File: src/rtl/core/lcdt_pkg.sv
// Shared types, codes and constants of the two-row character display terminal.
package lcdt_pkg;

    localparam int LINE_WIDTH = 16;

    localparam logic [7:0] CH_LF  = 8'd10;
    localparam logic [7:0] CH_CR  = 8'd13;
    localparam logic [7:0] CH_NUL = 8'd0;

    typedef enum logic [1:0] {
        CMD_WRITE = 2'd0,
        CMD_CLEAR = 2'd1,
        CMD_MOVE  = 2'd2
    } cmd_t;

    typedef enum logic [1:0] {
        ST_IDLE,
        ST_WRAP,
        ST_MOVE0,
        ST_REPLAY
    } state_t;

    // Commands from the controller to the datapath.
    typedef struct packed {
        logic emit;        // load a new display command into the output register
        cmd_t op;          // display command to load
        logic from_store;  // write character comes from the line store read port
        logic row_cur;     // move target is the current row
        logic row_val;     // move target when row_cur is low
        logic last;        // final command of this request
        logic take_char;   // advance column; on row 1 also store and count the character
        logic end_cr;      // finish a carriage return: row 1, column 0, store empty
        logic idx_clr;     // restart the replay index
        logic idx_inc;     // step the replay index
    } dp_cmd_t;

    // Status from the datapath to the controller.
    typedef struct packed {
        logic is_lf;
        logic is_cr;
        logic wrap;        // the next ordinary character fills the row
        logic more;        // another stored character is to be replayed
        logic slot_free;   // the output register can take a command this cycle
    } dp_status_t;

endpackage

File: src/rtl/core/lcdt_if.sv
// Valid/ready channel interfaces for received characters and display commands.
interface lcdt_char_if;
    logic       valid;
    logic       ready;
    logic [7:0] char_in;

    modport source (output valid, output char_in, input ready);
    modport sink   (input valid, input char_in, output ready);
endinterface

interface lcdt_cmd_if;
    logic       valid;
    logic       ready;
    logic [1:0] command;
    logic [7:0] char_out;
    logic       target_row;
    logic       last;

    modport source (output valid, output command, output char_out, output target_row,
                    output last, input ready);
    modport sink   (input valid, input command, input char_out, input target_row,
                    input last, output ready);
endinterface

File: src/rtl/core/lcdt_ctrl.sv
// Sequencing controller: decides which display command goes out in each cycle.
module lcdt_ctrl
(
    input  logic                clk,
    input  logic                rst_n,
    input  logic                in_valid,
    output logic                in_ready,
    input  lcdt_pkg::dp_status_t status,
    output lcdt_pkg::dp_cmd_t    cmd
);

    lcdt_pkg::state_t state_reg;
    lcdt_pkg::state_t state_next;

    always_ff @(posedge clk or negedge rst_n)
    begin
        if (!rst_n)
        begin
            state_reg <= lcdt_pkg::ST_IDLE;
        end
        else
        begin
            state_reg <= state_next;
        end
    end

    always_comb
    begin
        state_next     = state_reg;
        in_ready       = 1'b0;
        cmd            = '0;
        cmd.op         = lcdt_pkg::CMD_WRITE;
        case (state_reg)
            lcdt_pkg::ST_IDLE:
            begin
                in_ready = status.slot_free;
                if (in_valid && status.slot_free)
                begin
                    if (status.is_lf)
                    begin
                        state_next = lcdt_pkg::ST_IDLE;
                    end
                    else if (status.is_cr)
                    begin
                        cmd.emit    = 1'b1;
                        cmd.op      = lcdt_pkg::CMD_CLEAR;
                        cmd.idx_clr = 1'b1;
                        state_next  = lcdt_pkg::ST_MOVE0;
                    end
                    else
                    begin
                        cmd.emit      = 1'b1;
                        cmd.op        = lcdt_pkg::CMD_WRITE;
                        cmd.last      = !status.wrap;
                        cmd.take_char = 1'b1;
                        state_next    = status.wrap ? lcdt_pkg::ST_WRAP : lcdt_pkg::ST_IDLE;
                    end
                end
            end
            lcdt_pkg::ST_WRAP:
            begin
                if (status.slot_free)
                begin
                    cmd.emit    = 1'b1;
                    cmd.op      = lcdt_pkg::CMD_MOVE;
                    cmd.row_cur = 1'b1;
                    cmd.last    = 1'b1;
                    state_next  = lcdt_pkg::ST_IDLE;
                end
            end
            lcdt_pkg::ST_MOVE0:
            begin
                if (status.slot_free)
                begin
                    cmd.emit    = 1'b1;
                    cmd.op      = lcdt_pkg::CMD_MOVE;
                    cmd.row_val = 1'b0;
                    state_next  = lcdt_pkg::ST_REPLAY;
                end
            end
            lcdt_pkg::ST_REPLAY:
            begin
                if (status.slot_free)
                begin
                    cmd.emit = 1'b1;
                    if (status.more)
                    begin
                        cmd.op         = lcdt_pkg::CMD_WRITE;
                        cmd.from_store = 1'b1;
                        cmd.idx_inc    = 1'b1;
                    end
                    else
                    begin
                        cmd.op      = lcdt_pkg::CMD_MOVE;
                        cmd.row_val = 1'b1;
                        cmd.last    = 1'b1;
                        cmd.end_cr  = 1'b1;
                        state_next  = lcdt_pkg::ST_IDLE;
                    end
                end
            end
            default:
            begin
                state_next = lcdt_pkg::ST_IDLE;
            end
        endcase
    end

endmodule

File: src/rtl/core/lcdt_dp.sv
// Datapath: cursor position, row-1 line store, replay index and output register.
module lcdt_dp
#(
    parameter int LINE_WIDTH = lcdt_pkg::LINE_WIDTH
)
(
    input  logic                 clk,
    input  logic                 rst_n,
    input  logic [7:0]           char_in,
    input  lcdt_pkg::dp_cmd_t    cmd,
    output lcdt_pkg::dp_status_t status,
    lcdt_cmd_if.source           tx
);

    localparam int COL_W = (LINE_WIDTH > 1) ? $clog2(LINE_WIDTH) : 1;
    localparam int CNT_W = $clog2(LINE_WIDTH + 1);
    localparam logic [COL_W-1:0] COL_LAST = COL_W'(LINE_WIDTH - 1);
    localparam logic [CNT_W-1:0] CNT_FULL = CNT_W'(LINE_WIDTH);

    logic             row_reg,  row_next;
    logic [COL_W-1:0] col_reg,  col_next;
    logic [CNT_W-1:0] cnt_reg,  cnt_next;
    logic [CNT_W-1:0] idx_reg,  idx_next;
    logic             out_valid_reg, out_valid_next;

    logic [1:0]       command_reg;
    logic [7:0]       char_out_reg;
    logic             target_row_reg;
    logic             last_reg;

    logic [7:0]       line_mem [LINE_WIDTH];
    logic [7:0]       rd_data_reg;
    logic [COL_W-1:0] rd_addr;

    logic             wrap;
    logic             slot_free;

    assign wrap      = (col_reg == COL_LAST);
    assign slot_free = !out_valid_reg || tx.ready;

    always_comb
    begin
        status.is_lf     = (char_in == lcdt_pkg::CH_LF);
        status.is_cr     = (char_in == lcdt_pkg::CH_CR);
        status.wrap      = wrap;
        status.more      = (idx_reg < cnt_reg) && (rd_data_reg != lcdt_pkg::CH_NUL);
        status.slot_free = slot_free;
    end

    always_comb
    begin
        row_next = row_reg;
        col_next = col_reg;
        cnt_next = cnt_reg;
        idx_next = idx_reg;
        if (cmd.take_char)
        begin
            if (row_reg && (cnt_reg < CNT_FULL))
            begin
                cnt_next = cnt_reg + 1'b1;
            end
            if (wrap)
            begin
                col_next = '0;
                row_next = !row_reg;
            end
            else
            begin
                col_next = col_reg + 1'b1;
            end
        end
        if (cmd.end_cr)
        begin
            row_next = 1'b1;
            col_next = '0;
            cnt_next = '0;
        end
        if (cmd.idx_clr)
        begin
            idx_next = '0;
        end
        else if (cmd.idx_inc)
        begin
            idx_next = idx_reg + 1'b1;
        end
        if (cmd.emit)
        begin
            out_valid_next = 1'b1;
        end
        else
        begin
            out_valid_next = out_valid_reg && !tx.ready;
        end
    end

    // The read address follows the index's next value, so the registered read
    // data belongs to the current index whenever that index is below LINE_WIDTH.
    assign rd_addr = (idx_next < CNT_FULL) ? idx_next[COL_W-1:0] : '0;

    always_ff @(posedge clk or negedge rst_n)
    begin
        if (!rst_n)
        begin
            row_reg       <= 1'b0;
            col_reg       <= '0;
            cnt_reg       <= '0;
            idx_reg       <= '0;
            out_valid_reg <= 1'b0;
        end
        else
        begin
            row_reg       <= row_next;
            col_reg       <= col_next;
            cnt_reg       <= cnt_next;
            idx_reg       <= idx_next;
            out_valid_reg <= out_valid_next;
        end
    end

    // Entries below the stored count have always been written since the last
    // reset or carriage return, so the store needs no clearing.
    always_ff @(posedge clk)
    begin
        if (cmd.take_char && row_reg)
        begin
            line_mem[col_reg] <= char_in;
        end
        rd_data_reg <= line_mem[rd_addr];
    end

    always_ff @(posedge clk)
    begin
        if (cmd.emit)
        begin
            command_reg <= cmd.op;
            last_reg    <= cmd.last;
            if (cmd.op == lcdt_pkg::CMD_WRITE)
            begin
                char_out_reg <= cmd.from_store ? rd_data_reg : char_in;
            end
            else
            begin
                char_out_reg <= lcdt_pkg::CH_NUL;
            end
            if (cmd.op == lcdt_pkg::CMD_MOVE)
            begin
                target_row_reg <= cmd.row_cur ? row_reg : cmd.row_val;
            end
            else
            begin
                target_row_reg <= 1'b0;
            end
        end
    end

    assign tx.valid      = out_valid_reg;
    assign tx.command    = command_reg;
    assign tx.char_out   = char_out_reg;
    assign tx.target_row = target_row_reg;
    assign tx.last       = last_reg;

    a_col_in_range: assert property (@(posedge clk) disable iff (!rst_n)
        col_reg <= COL_LAST)
        else $error("column ran past the line width");

    a_cnt_in_range: assert property (@(posedge clk) disable iff (!rst_n)
        cnt_reg <= CNT_FULL)
        else $error("stored count ran past the line width");

    a_emit_needs_slot: assert property (@(posedge clk) disable iff (!rst_n)
        cmd.emit |-> slot_free)
        else $error("command loaded while the output register was still occupied");

    a_cr_end_state: assert property (@(posedge clk) disable iff (!rst_n)
        cmd.end_cr |=> (row_reg && (col_reg == '0) && (cnt_reg == '0)))
        else $error("carriage return did not leave row 1 with an empty store");

endmodule

File: src/rtl/core/two_row_char_lcd_terminal_top.sv
// Top level of the two-row character display terminal.
// Each received character request becomes a short run of display command requests.
// A line feed is taken and produces nothing. Any other character except carriage
// return produces one write command. When that write fills the row, it is
// followed by a move to the start of the other row. While the cursor is on row 1
// the character is also kept in a line store of LINE_WIDTH bytes. A carriage
// return produces a clear, a move to row 0, one write per stored row-1 character
// (up to the stored count or the first zero byte), and a move to row 1. The
// store is then empty and the cursor sits at the start of row 1. The last flag
// marks the final command of every request. One command leaves per cycle while
// the sink is ready. The controller sequences one request at a time. The next
// character can be taken from the cycle after the last command of the previous
// one is loaded into the output register, as soon as that register is empty or
// hands its command to the sink in the same cycle. The store is a small memory
// with a registered read port that the replay steps through one entry per cycle
// while the output register has room; it needs no clearing pass after reset.
module two_row_char_lcd_terminal_top
#(
    parameter int LINE_WIDTH = lcdt_pkg::LINE_WIDTH
)
(
    input  logic        clk,
    input  logic        rst_n,
    lcdt_char_if.sink   rx,
    lcdt_cmd_if.source  tx
);

    lcdt_pkg::dp_cmd_t    cmd;
    lcdt_pkg::dp_status_t status;
    logic                 in_ready;

    // The controller owns the request handshake on the character side.
    assign rx.ready = in_ready;

    lcdt_ctrl u_ctrl
    (
        .clk      (clk),
        .rst_n    (rst_n),
        .in_valid (rx.valid),
        .in_ready (in_ready),
        .status   (status),
        .cmd      (cmd)
    );

    // The datapath holds the cursor, the line store and the output register.
    lcdt_dp
    #(
        .LINE_WIDTH (LINE_WIDTH)
    )
    u_dp
    (
        .clk     (clk),
        .rst_n   (rst_n),
        .char_in (rx.char_in),
        .cmd     (cmd),
        .status  (status),
        .tx      (tx)
    );

endmodule

File: src/flat_wrapper.sv
// flat-port wrapper written by rule: the top's interface ports become plain ports
module two_row_char_lcd_terminal_top_flat 
#(
    parameter int LINE_WIDTH = lcdt_pkg::LINE_WIDTH
)
  (clk, rst_n, rx_valid, rx_char_in, rx_ready, tx_valid, tx_command, tx_char_out, tx_target_row, tx_last, tx_ready);
  lcdt_char_if rx_i ();
  lcdt_cmd_if tx_i ();
  input  logic clk;
  input  logic rst_n;
  input wire logic [$bits(rx_i.valid)-1:0] rx_valid;
  input wire logic [$bits(rx_i.char_in)-1:0] rx_char_in;
  output wire logic [$bits(rx_i.ready)-1:0] rx_ready;
  output wire logic [$bits(tx_i.valid)-1:0] tx_valid;
  output wire logic [$bits(tx_i.command)-1:0] tx_command;
  output wire logic [$bits(tx_i.char_out)-1:0] tx_char_out;
  output wire logic [$bits(tx_i.target_row)-1:0] tx_target_row;
  output wire logic [$bits(tx_i.last)-1:0] tx_last;
  input wire logic [$bits(tx_i.ready)-1:0] tx_ready;
  assign rx_i.valid = rx_valid;
  assign rx_i.char_in = rx_char_in;
  assign rx_ready = rx_i.ready;
  assign tx_valid = tx_i.valid;
  assign tx_command = tx_i.command;
  assign tx_char_out = tx_i.char_out;
  assign tx_target_row = tx_i.target_row;
  assign tx_last = tx_i.last;
  assign tx_i.ready = tx_ready;
  two_row_char_lcd_terminal_top #(.LINE_WIDTH(LINE_WIDTH)) u_core (.clk(clk), .rst_n(rst_n), .rx(rx_i), .tx(tx_i));
endmodule
File: config.mk
export PLATFORM = sky130hd
export DESIGN_NAME = two_row_char_lcd_terminal_top_flat
export DESIGN_NICKNAME = d
export VERILOG_FILES = /design/src/rtl/core/lcdt_pkg.sv /design/src/rtl/core/lcdt_if.sv /design/src/rtl/core/lcdt_ctrl.sv /design/src/rtl/core/lcdt_dp.sv /design/src/rtl/core/two_row_char_lcd_terminal_top.sv /design/src/flat_wrapper.sv
export SDC_FILE = /design/constraint.sdc
export NUM_CORES = 1
export LEC_CHECK = 0
export BUFFER_PORTS_ARGS = -buffer_cell sky130_fd_sc_hd__buf_2
export CAP_MARGIN = 40
export CELL_PAD_IN_SITES_DETAIL_PLACEMENT = 1
export CELL_PAD_IN_SITES_GLOBAL_PLACEMENT = 1
export CORE_ASPECT_RATIO = 0.5
export CORE_MARGIN = 4
export CORE_UTILIZATION = 45
export DETAILED_ROUTE_END_ITERATION = 10
export PLACE_DENSITY_LB_ADDON = 0.1
export SYNTH_ARGS = -nofsm -noshare
export SYNTH_HDL_FRONTEND = slang
export SYNTH_SLANG_ARGS = --single-unit
File: constraint.sdc
create_clock -name clk -period 4.5 [get_ports clk]
set_clock_uncertainty 0.15 [all_clocks]
set_input_delay 0.675 -clock clk [delete_from_list [all_inputs] [get_ports clk]]
set_output_delay 0.675 -clock clk [all_outputs]
set_load 0.01 [all_outputs]
==> results of run 1 <==
[synthesized netlist by cell type (all sizes together), types with 2 or more instances]
cell / n
a211oi: 2
a21oi: 22
a22oi: 7
a311o: 3
a31oi: 3
a32o: 14
and2: 4
and3: 2
buf: 14
clkbuf: 8
dfrtp: 18
dfxtp: 8
edfxtp: 140
ha: 15
inv: 12
mux2: 4
mux2i: 56
nand2: 69
nand2b: 5
nand3: 5
nand4: 6
nor2: 43
nor2b: 5
nor3: 6
nor3b: 2
nor4: 3
o211ai: 5
o21a: 2
o21ai: 8
o221ai: 7
or2: 2
xnor2: 5
xor2: 4
[metal layers]
metal  up-vias  wire length (um)  global-route usage
li1       2053                 -                   -
met1      2274              8650               0.303
met2       108              8270               0.326
met3        19              1110              0.0474
met4         0               170              0.0511
met5         -                 0                   0
[worst max-delay path by stage]
stage | slack [ns] | depth (start not counted) | end | from
detailed placement | 0.93 | 10 | u_core.u_dp.rd_data_reg[3]$_DFF_P_ | rx_char_in[6]
CTS | 0.95 | 9 | u_core.u_dp.rd_data_reg[3]$_DFF_P_ | u_core.u_dp.idx_reg[4]$_DFF_PN0_
global route | 0.69 | 9 | u_core.u_dp.rd_data_reg[3]$_DFF_P_ | u_core.u_dp.idx_reg[4]$_DFF_PN0_
finish | 0.89 | 9 | u_core.u_dp.rd_data_reg[3]$_DFF_P_ | u_core.u_dp.idx_reg[4]$_DFF_PN0_
floorplan | 1.65 | 6 | u_core.u_dp.line_mem[2][0]$_DFFE_PP_ | tx_ready
global placement | 1.04 | 10 | u_core.u_dp.rd_data_reg[7]$_DFF_P_ | rx_char_in[6]
[cell families after synthesis]
group	after synthesis	synth area share
buffers and inverters	34	0.0251
multiplexers	60	0.0843
adder cells (fa/ha/maj)	15	0.0261
AND/OR/NAND/NOR	156	0.0971
AO/OA/AOI/OAI	80	0.0859
XOR/XNOR	9	0.0110
flip-flops	166	0.670
[where the power goes]
group / internal, mW / total, mW / switching [mW]
Sequential: 1.87 / 2.03 / 0.167
Clock: 0.788 / 1.46 / 0.673
Combinational: 0.747 / 1.91 / 1.16
[area by class of cell]
class / instances / area (sq um) / area share
flip-flops and latches: 166 / 4810 / 0.585
multi-input cells: 320 / 2210 / 0.268
clock buffers: 18 / 429 / 0.0522
repair buffers: 49 / 318 / 0.0386
well taps: 204 / 255 / 0.0310
clock inverters: 14 / 156 / 0.0190
inverters: 12 / 45.0 / 0.00548
==> flow_summary.json, run 1 <==
{
  "status": "completed",
  "post-route-min-period_ns": 3.61,
  "post-cts-setup-buffers": 0,
  "worst-path-buf-inv": 1,
  "ir_drop_uv": 317,
  "drc": 0,
  "start_util": 0.462,
  "final_area_sq_um": 8220,
  "antenna_found_initial": 0,
  "finalNonFillerCells": 783,
  "io_pins": 26,
  "hold_viol_final": 0,
  "grt_overflow": 0,
  "mostFrequentLayoutCells": "edfxtp_1, nand2_1, mux2i_1, nor2_1, buf_2",
  "routed_wl_um": 18200,
  "worst_slew_pin_slew_ns": 0.887,
  "syn2layout_area_growth_pct": 14.5,
  "io_buffers": 25,
  "synth_edf_count": 140,
  "die_h_um": 97.3,
  "min_path_type": "input port to async pin",
  "crit_family": "compound AO/OA/AOI/OAI gates",
  "finalSetupTns_ns": 0,
  "synth_area_per_cell_sq_um": 13.8,
  "holdWs_ns": 0.0310,
  "worstSetupPathType": "register to register",
  "gp_congestion": 0.786,
  "r2r-end": "u_core.u_dp.rd_data_reg[3]$_DFF_P_",
  "clock_path_buffers": 2,
  "timing.final.ws_setup_ns": 0.891,
  "ys.flop_type": "edfxtp_1",
  "dr.pass1.iters": 5,
  "cts.sink_count": 166,
  "die_area_sq_um": 18200,
  "async_reset_ff_frac": 0.108,
  "crit_chain": "ha_1 > a221oi_2 > o211ai_4 > nor3b_1 > o21a_2 > buf_4 > mux2i_1 > a22oi_1 > o221ai_1",
  "power_density_nw_per_um2": 657,
  "ys_types": 52,
  "cts_resized": 0,
  "power_mw": 5.40,
  "setup_viol": 0,
  "rsz0062_at_grt": "no",
  "reg2reg_depth": 9,
  "p_leak_nw": 3.05,
  "core_sq_um": 15500,
  "grt_max_degree": 67,
  "grt_pass1_wl_um": 28400,
  "clk_pin_slew_worst_paths_ns": 0.07,
  "grt_pass1_vias": 4660,
  "numCtsBuffers": 17,
  "synth_top_area_cell": "edfxtp_1",
  "place_area_sq_um": 7640,
  "cts_hold_buf": 0,
  "dp_hpwl_um": 11900,
  "cts_tree": "built",
  "cp.required_ns": 4.64,
  "critPathMaxFanout": 25,
  "fmax_mhz": 277,
  "drive_gt1_frac": 0.164,
  "reg2reg_from": "u_core.u_dp.idx_reg[4]$_DFF_PN0_",
  "wl_per_cell_um": 23.2,
  "syn_nets": 547,
  "drtIter0Drc": 366,
  "critPathSlowestCell": "dfrtp_1",
  "grtUsageTotal": 0.210,
  "dp.cells": 751,
  "dp_worst_setup_slack_ns": 0.931,
  "timing.reg2reg.setup_slack_ns": 0.89,
  "synth_top_area_frac": 0.585,
  "largest_reg_flops": 128,
  "post-route-util": 0.529,
  "final_common_cell": "edfxtp_1",
  "ys_ff_latch": 166,
  "crit_path_start_kind": "register",
  "syn_inst": 520,
  "drv_slew": 0,
  "synth_area_sq_um": 7180,
  "crit_path_max_incr_delay_ns": 0.58,
  "n_antenna_cell": 0,
  "fill_cells": 1555,
  "yosys_warnings": 0,
  "cp-end-kind": "register",
  "seq_area_frac_synth": 0.671,
  "num_vias": 4454,
  "slew_headroom": 0.403,
  "fp-row-count": 32,
  "synth.area.top_cells": "edfxtp_1, mux2i_1, dfrtp_1, nand2_1, ha_1",
  "min_period_over_period": 0.802,
  "cts_max_level": 4,
  "via_per_inst": 5.69,
  "ant_nets": 0,
  "cp_data_arrival_time_ns": 3.75,
  "die_w_um": 187,
  "finalNetCount": 593,
  "clk_latency_ns": 0.43,
  "cap_viol_max_count": 0,
  "root_buffer": "clkbuf_16"
}
No activity file was read; power rests on OpenSTA's default activity.
==> run 2, diff against run 1 <==
clock period = 3.09 ns   (was 4.5 ns; I/O delays follow)
==> flow_summary.json, run 2 (same netlist as run 1, synthesis figures left out) <==
{
  "place_area_sq_um": 8000,
  "gp_congestion": 0.831,
  "min-delay-start": "rx_valid",
  "startpoint": "u_core.u_dp.cnt_reg[2]$_DFFE_PN0P_",
  "wl_per_cell_um": 22.2,
  "drtIter0Drc": 384,
  "cap_viol_max_count": 0,
  "cp_data_arrival_time_ns": 3.13,
  "syn2layout_area_growth_pct": 21.0,
  "crit_path_max_incr_delay_ns": 0.37,
  "start_util": 0.462,
  "cts.sink_count": 166,
  "ant_nets": 0,
  "cp.required_ns": 3.23,
  "n_antenna_cell": 0,
  "slew_headroom": 0.419,
  "antenna_found_initial": 1,
  "worst-path-buf-inv": 3,
  "dp_hpwl_um": 13100,
  "endpoint": "u_core.u_dp.rd_data_reg[7]$_DFF_P_",
  "finalNonFillerCells": 828,
  "die_area_sq_um": 18200,
  "clk_latency_ns": 0.43,
  "drive_gt1_frac": 0.236,
  "numCtsBuffers": 17,
  "drc": 0,
  "root_buffer": "clkbuf_16",
  "drv_slew": 0,
  "fmax_mhz": 335,
  "grt_max_degree": 31,
  "grt_pass1_vias": 4837,
  "status": "completed",
  "dr.pass1.iters": 4,
  "worstSetupPathType": "register to register",
  "cts_max_level": 4,
  "io_pins": 26,
  "reg2reg_from": "u_core.u_dp.cnt_reg[2]$_DFFE_PN0P_",
  "crit_path_start_kind": "register",
  "timing.final.ws_setup_ns": 0.103,
  "num_vias": 4616,
  "final_area_sq_um": 8690,
  "timing.reg2reg.setup_slack_ns": 0.10,
  "grt_pass1_wl_um": 28800,
  "core_sq_um": 15500,
  "cts_tree": "built",
  "fill_cells": 1546,
  "post-route-min-period_ns": 2.99,
  "p_leak_nw": 3.29,
  "cp.depth": 12,
  "mostFrequentLayoutCells": "edfxtp_1, nand2_1, buf_4, mux2i_1, nor2_1",
  "io_buffers": 25,
  "hold_viol_final": 0,
  "via_per_inst": 5.57,
  "power_density_nw_per_um2": 967,
  "dp_worst_setup_slack_ns": -0.0343,
  "fp-row-count": 32,
  "die_h_um": 97.3,
  "crit_family": "compound AO/OA/AOI/OAI gates",
  "final_common_cell": "edfxtp_1",
  "r2r-end": "u_core.u_dp.rd_data_reg[7]$_DFF_P_",
  "finalNetCount": 638,
  "dp.cells": 793,
  "crit_chain": "inv_1 > ha_1 > a21o_1 > a31oi_4 > o211ai_4 > buf_4 > nor3b_1 > o21a_2 > buf_12 > mux2i_1 > a22oi_1 > o221ai_1",
  "routed_wl_um": 18400,
  "largest_reg_flops": 128,
  "clock_path_buffers": 2,
  "reg2reg_depth": 12,
  "grtUsageTotal": 0.210,
  "min_path_type": "input port to register",
  "ir_drop_uv": 411,
  "worst_slew_pin_slew_ns": 0.868,
  "clk_pin_slew_worst_paths_ns": 0.07,
  "cp-end-kind": "register",
  "min_period_over_period": 0.967,
  "critPathMaxFanout": 12,
  "critPathSlowestCell": "dfrtp_1",
  "grt_overflow": 0,
  "die_w_um": 187,
  "setup_viol": 0
}
[run 2: repair_timing]
| action | 4_1_cts | 5_1_grt |
|---|---|---|
| buffers inserted | 0 | 2 |
| gates cloned | 0 | 0 |
| setup endpoints to repair | 4 | 16 |
| resized for setup | 2 | 9 |
| hold endpoints to repair | 18 | 0 |
| pin swaps | 0 | 1 |
| hold buffers | 1 | 0 |
[run 2: report_power, final]
group / switching (mW) / internal [mW]
Combinational: 1.87 / 1.51
Clock: 0.991 / 1.09
Sequential: 0.220 / 2.72
[run 2: per-stage QoR]
| stage | power (mW) | util | TNS (ns) | hold slack [ns] |
|---|---|---|---|---|
| floorplan | 4.95 | - | 0 | 0.0179 |
| global placement | 6.14 | 0.511 | 0 | 0.276 |
| detailed placement | 6.22 | 0.515 | -0.0343 | 0.280 |
| CTS | 8.33 | 0.554 | 0 | 0.160 |
| global route | 8.89 | 0.559 | -0.00490 | 0.183 |
| finish | 8.40 | 0.559 | 0 | 0.180 |
[run 2: worst min-delay path by stage]
stage,end,slack (ns),depth (start not counted)
finish,u_core.u_dp.tx.valid$_DFF_PN0_,0.18,3
global route,u_core.u_dp.tx.valid$_DFF_PN0_,0.18,3
CTS,u_core.u_dp.tx.valid$_DFF_PN0_,0.16,3
detailed placement,u_core.u_dp.cnt_reg[0]$_DFFE_PN0P_,0.28,1
global placement,u_core.u_dp.cnt_reg[0]$_DFFE_PN0P_,0.28,1
floorplan,u_core.u_ctrl.state_reg[0]$_DFFE_PN0P_,0.02,0
[run 2: worst reg2reg max path, stage by stage (launching register included)]
cell and delay, ns:
dfrtp_1 0.37, inv_1 0.08, ha_1 0.31, a21o_1 0.19, a31oi_4 0.18, o211ai_4 0.13
buf_4 0.16, nor3b_1 0.17, o21a_2 0.34, buf_12 0.21, mux2i_1 0.14, a22oi_1 0.25
o221ai_1 0.17
[run 2: layer usage]
layer	up-vias	global-route usage	share of wire
li1	2141	-	-
met1	2359	0.317	0.49
met2	105	0.311	0.44
met3	11	0.0495	0.061
met4	0	0.0471	0.010
met5	-	0	0
[run 2: cell type report]
cell class	count	area [sq um]	share of cell area
Clock buffer	18	429	0.0494
Clock inverter	14	153	0.0176
Inverter	12	45.0	0.00519
Multi-Input combinational cell	320	2260	0.261
Sequential cell	166	4820	0.554
Tap cell	204	255	0.0294
Timing Repair Buffer	94	724	0.0834
==> run 3, diff against run 2 <==
PLACE_DENSITY_LB_ADDON = 0.15   (was 0.1)
SYNTH_HIERARCHICAL = 1   (was unset)
==> flow_summary.json, run 3 <==
{
  "die_w_um": 187,
  "routed_wl_um": 21800,
  "largest_reg_flops": 128,
  "critPathMaxFanout": 7,
  "yosys-top-cells-count": "edfxtp_1, nand2_1, mux2i_1, and3_1, nor2_1",
  "worst_slew_pin_slew_ns": 0.714,
  "synth_top_area_cell": "edfxtp_1",
  "timing.reg2reg.setup_slack_ns": -0.30,
  "drv_slew": 0,
  "violations": "setup timing",
  "holdWs_ns": 0.338,
  "power_density_nw_per_um2": 626,
  "finalNetCount": 667,
  "syn_nets": 545,
  "dp_hpwl_um": 14600,
  "gp_congestion": 0.813,
  "synth_most_common_cell": "edfxtp_1",
  "drive_gt1_frac": 0.354,
  "drc": 0,
  "num_vias": 4988,
  "seq_area_frac_synth": 0.672,
  "ir_drop_uv": 387,
  "power_mw": 5.90,
  "cts.sink_count": 166,
  "via_per_inst": 5.82,
  "die_h_um": 97.3,
  "post-route-min-period_ns": 3.39,
  "reg2reg_from": "u_core/u_dp/cnt_reg[1]$_DFFE_PN0P_",
  "numCtsBuffers": 17,
  "worstSetupPathType": "register to register",
  "synth_area_per_cell_sq_um": 13.8,
  "io_buffers": 25,
  "yosys_warnings": 6,
  "ys_types": 58,
  "die_area_sq_um": 18100,
  "n_antenna_cell": 0,
  "min_path_type": "input port to async pin",
  "r2r-end": "u_core/u_dp/rd_data_reg[7]$_DFF_P_",
  "status": "finished, violations left",
  "clock_path_buffers": 2,
  "synth_top_area_frac": 0.586,
  "grtUsageTotal": 0.241,
  "clk_pin_slew_worst_paths_ns": 0.07,
  "reg2reg_depth": 15,
  "cp_data_arrival_time_ns": 3.57,
  "ys.flop_type": "edfxtp_1",
  "ant_nets": 0,
  "ys_ff_latch": 166,
  "mostFrequentLayoutCells": "edfxtp_1, buf_4, nand2_1, mux2i_1, buf_2",
  "core_sq_um": 15500,
  "cp.required_ns": 3.27,
  "dr.pass1.iters": 6,
  "final_common_cell": "edfxtp_1",
  "grt_overflow": 0,
  "grt_max_degree": 20,
  "cts_max_level": 4,
  "start_util": 0.463,
  "syn_inst": 518,
  "fmax_mhz": 295,
  "wl_per_cell_um": 25.5,
  "io_pins": 26,
  "grt_pass1_vias": 5115,
  "antenna_found_initial": 0,
  "cap_viol_max_count": 0,
  "root_buffer": "clkbuf_16",
  "slew_headroom": 0.522,
  "cts_tree": "built",
  "setup_viol": 8,
  "grt_pass1_wl_um": 32400,
  "hold_viol_final": 0,
  "clk_latency_ns": 0.43,
  "finalNonFillerCells": 857,
  "cp-end-kind": "register",
  "dp.cells": 808,
  "synth_edf_count": 140,
  "rsz0062_at_grt": "yes",
  "async_reset_ff_frac": 0.108,
  "synth.area.top_cells": "edfxtp_1, dfrtp_1, mux2i_1, ha_1, dfxtp_1",
  "drtIter0Drc": 507,
  "min_period_over_period": 1.10,
  "crit_path_start_kind": "register",
  "timing.final.ws_setup_ns": -0.300,
  "finalSetupTns_ns": -2.17,
  "fp-row-count": 32,
  "synth_area_sq_um": 7170,
  "syn2layout_area_growth_pct": 31.4,
  "p_leak_nw": 3.59
}
run 3: cell types whose count changed in the layout (fill, tap and decap cells not counted), sizes merged, moves of 7 or more:
| cell | delta |
|---|---|
| o21ai | +13 |
| a221o | +7 |
| a31o | +7 |
| a32o | -14 |
| and3 | +22 |
| a221oi | +10 |
| mux2i | -21 |
| nand2 | -29 |
| o221ai | -7 |
| buf | +40 |
| nor2 | -18 |
run 3: kinds of logic after synthesis:
family                     count (synthesis)  share of synthesized area
xor gates and xnor gates                   8                     0.0124
muxes                                     38                     0.0551
DFF                                      166                      0.672
adders and majority gates                 15                     0.0262
AOI/OAI and AO/OA                         95                     0.0939
and+or+nand+nor                          151                      0.110
buffers and inverters                     45                     0.0304
run 3: power by group:
part / leakage (nW) / switching, mW / internal [mW]
combinational: 1.72 / 0.497 / 0.390
sequential: 1.57 / 0.138 / 2.65
clock: 0.302 / 1.04 / 1.18
total: 3.59 / 1.67 / 4.22
run 3: worst max path at each step:
stage                                       startpoint                                 end  slack, ns  cells past startpoint
floorplan           u_core/u_dp/cnt_reg[1]$_DFFE_PN0P_  u_core/u_dp/rd_data_reg[5]$_DFF_P_      -0.11                     16
global placement    u_core/u_dp/cnt_reg[1]$_DFFE_PN0P_  u_core/u_dp/rd_data_reg[7]$_DFF_P_      -0.76                     16
detailed placement                       rx_char_in[6]  u_core/u_dp/rd_data_reg[1]$_DFF_P_      -0.80                     14
CTS                   u_core/u_dp/idx_reg[1]$_DFF_PN0_  u_core/u_dp/rd_data_reg[2]$_DFF_P_      -0.34                     15
global route        u_core/u_dp/cnt_reg[1]$_DFFE_PN0P_  u_core/u_dp/rd_data_reg[2]$_DFF_P_      -0.55                     15
finish              u_core/u_dp/cnt_reg[1]$_DFFE_PN0P_  u_core/u_dp/rd_data_reg[7]$_DFF_P_      -0.30                     15
run 3: layout make-up:
type	instances	area [sq um]
Sequential cell	166	4810
Multi-Input combinational cell	307	2560
Timing Repair Buffer	135	1120
Fill cell	1490	6070
Clock buffer	17	425
Tap cell	204	255
Clock inverter	15	199
Inverter	13	48.8
run 3: critical path, stage by stage, from the launching register on:
cell and delay, ns:
dfrtp_1 0.39, inv_2 0.08, ha_4 0.20, a21oi_2 0.11, nor2b_1 0.05, o21ai_1 0.12
nand2b_1 0.09, a221oi_2 0.27, and3_4 0.30, xnor2_4 0.23, buf_4 0.25, mux2i_1 0.32
o21ai_2 0.11, a211oi_2 0.32, nor4_4 0.08, a31o_2 0.22
run 3: metrics by stage:
stage	utilization	setup WS, ns	cell area, sq um
after floorplan	-	-0.113	7250
after global placement	0.532	-0.762	8240
after detailed placement	0.532	-0.799	8250
after CTS	0.594	-0.337	9200
after global routing	0.608	-0.553	9420
final	0.608	-0.300	9420
run 3: repair_timing:
item,in CTS,in global routing
gates cloned,0,1
pin swaps,19,18
setup endpoints to repair,8,8
hold buffers,1,0
resized for setup,49,31
hold endpoints to repair,18,0
buffers inserted,7,9
run 3: per-layer routing:
layer | GRT usage | routed length (um)
met5 | 0 | 0
met4 | 0.0460 | 142
met3 | 0.0567 | 2100
met2 | 0.364 | 9950
met1 | 0.361 | 9640
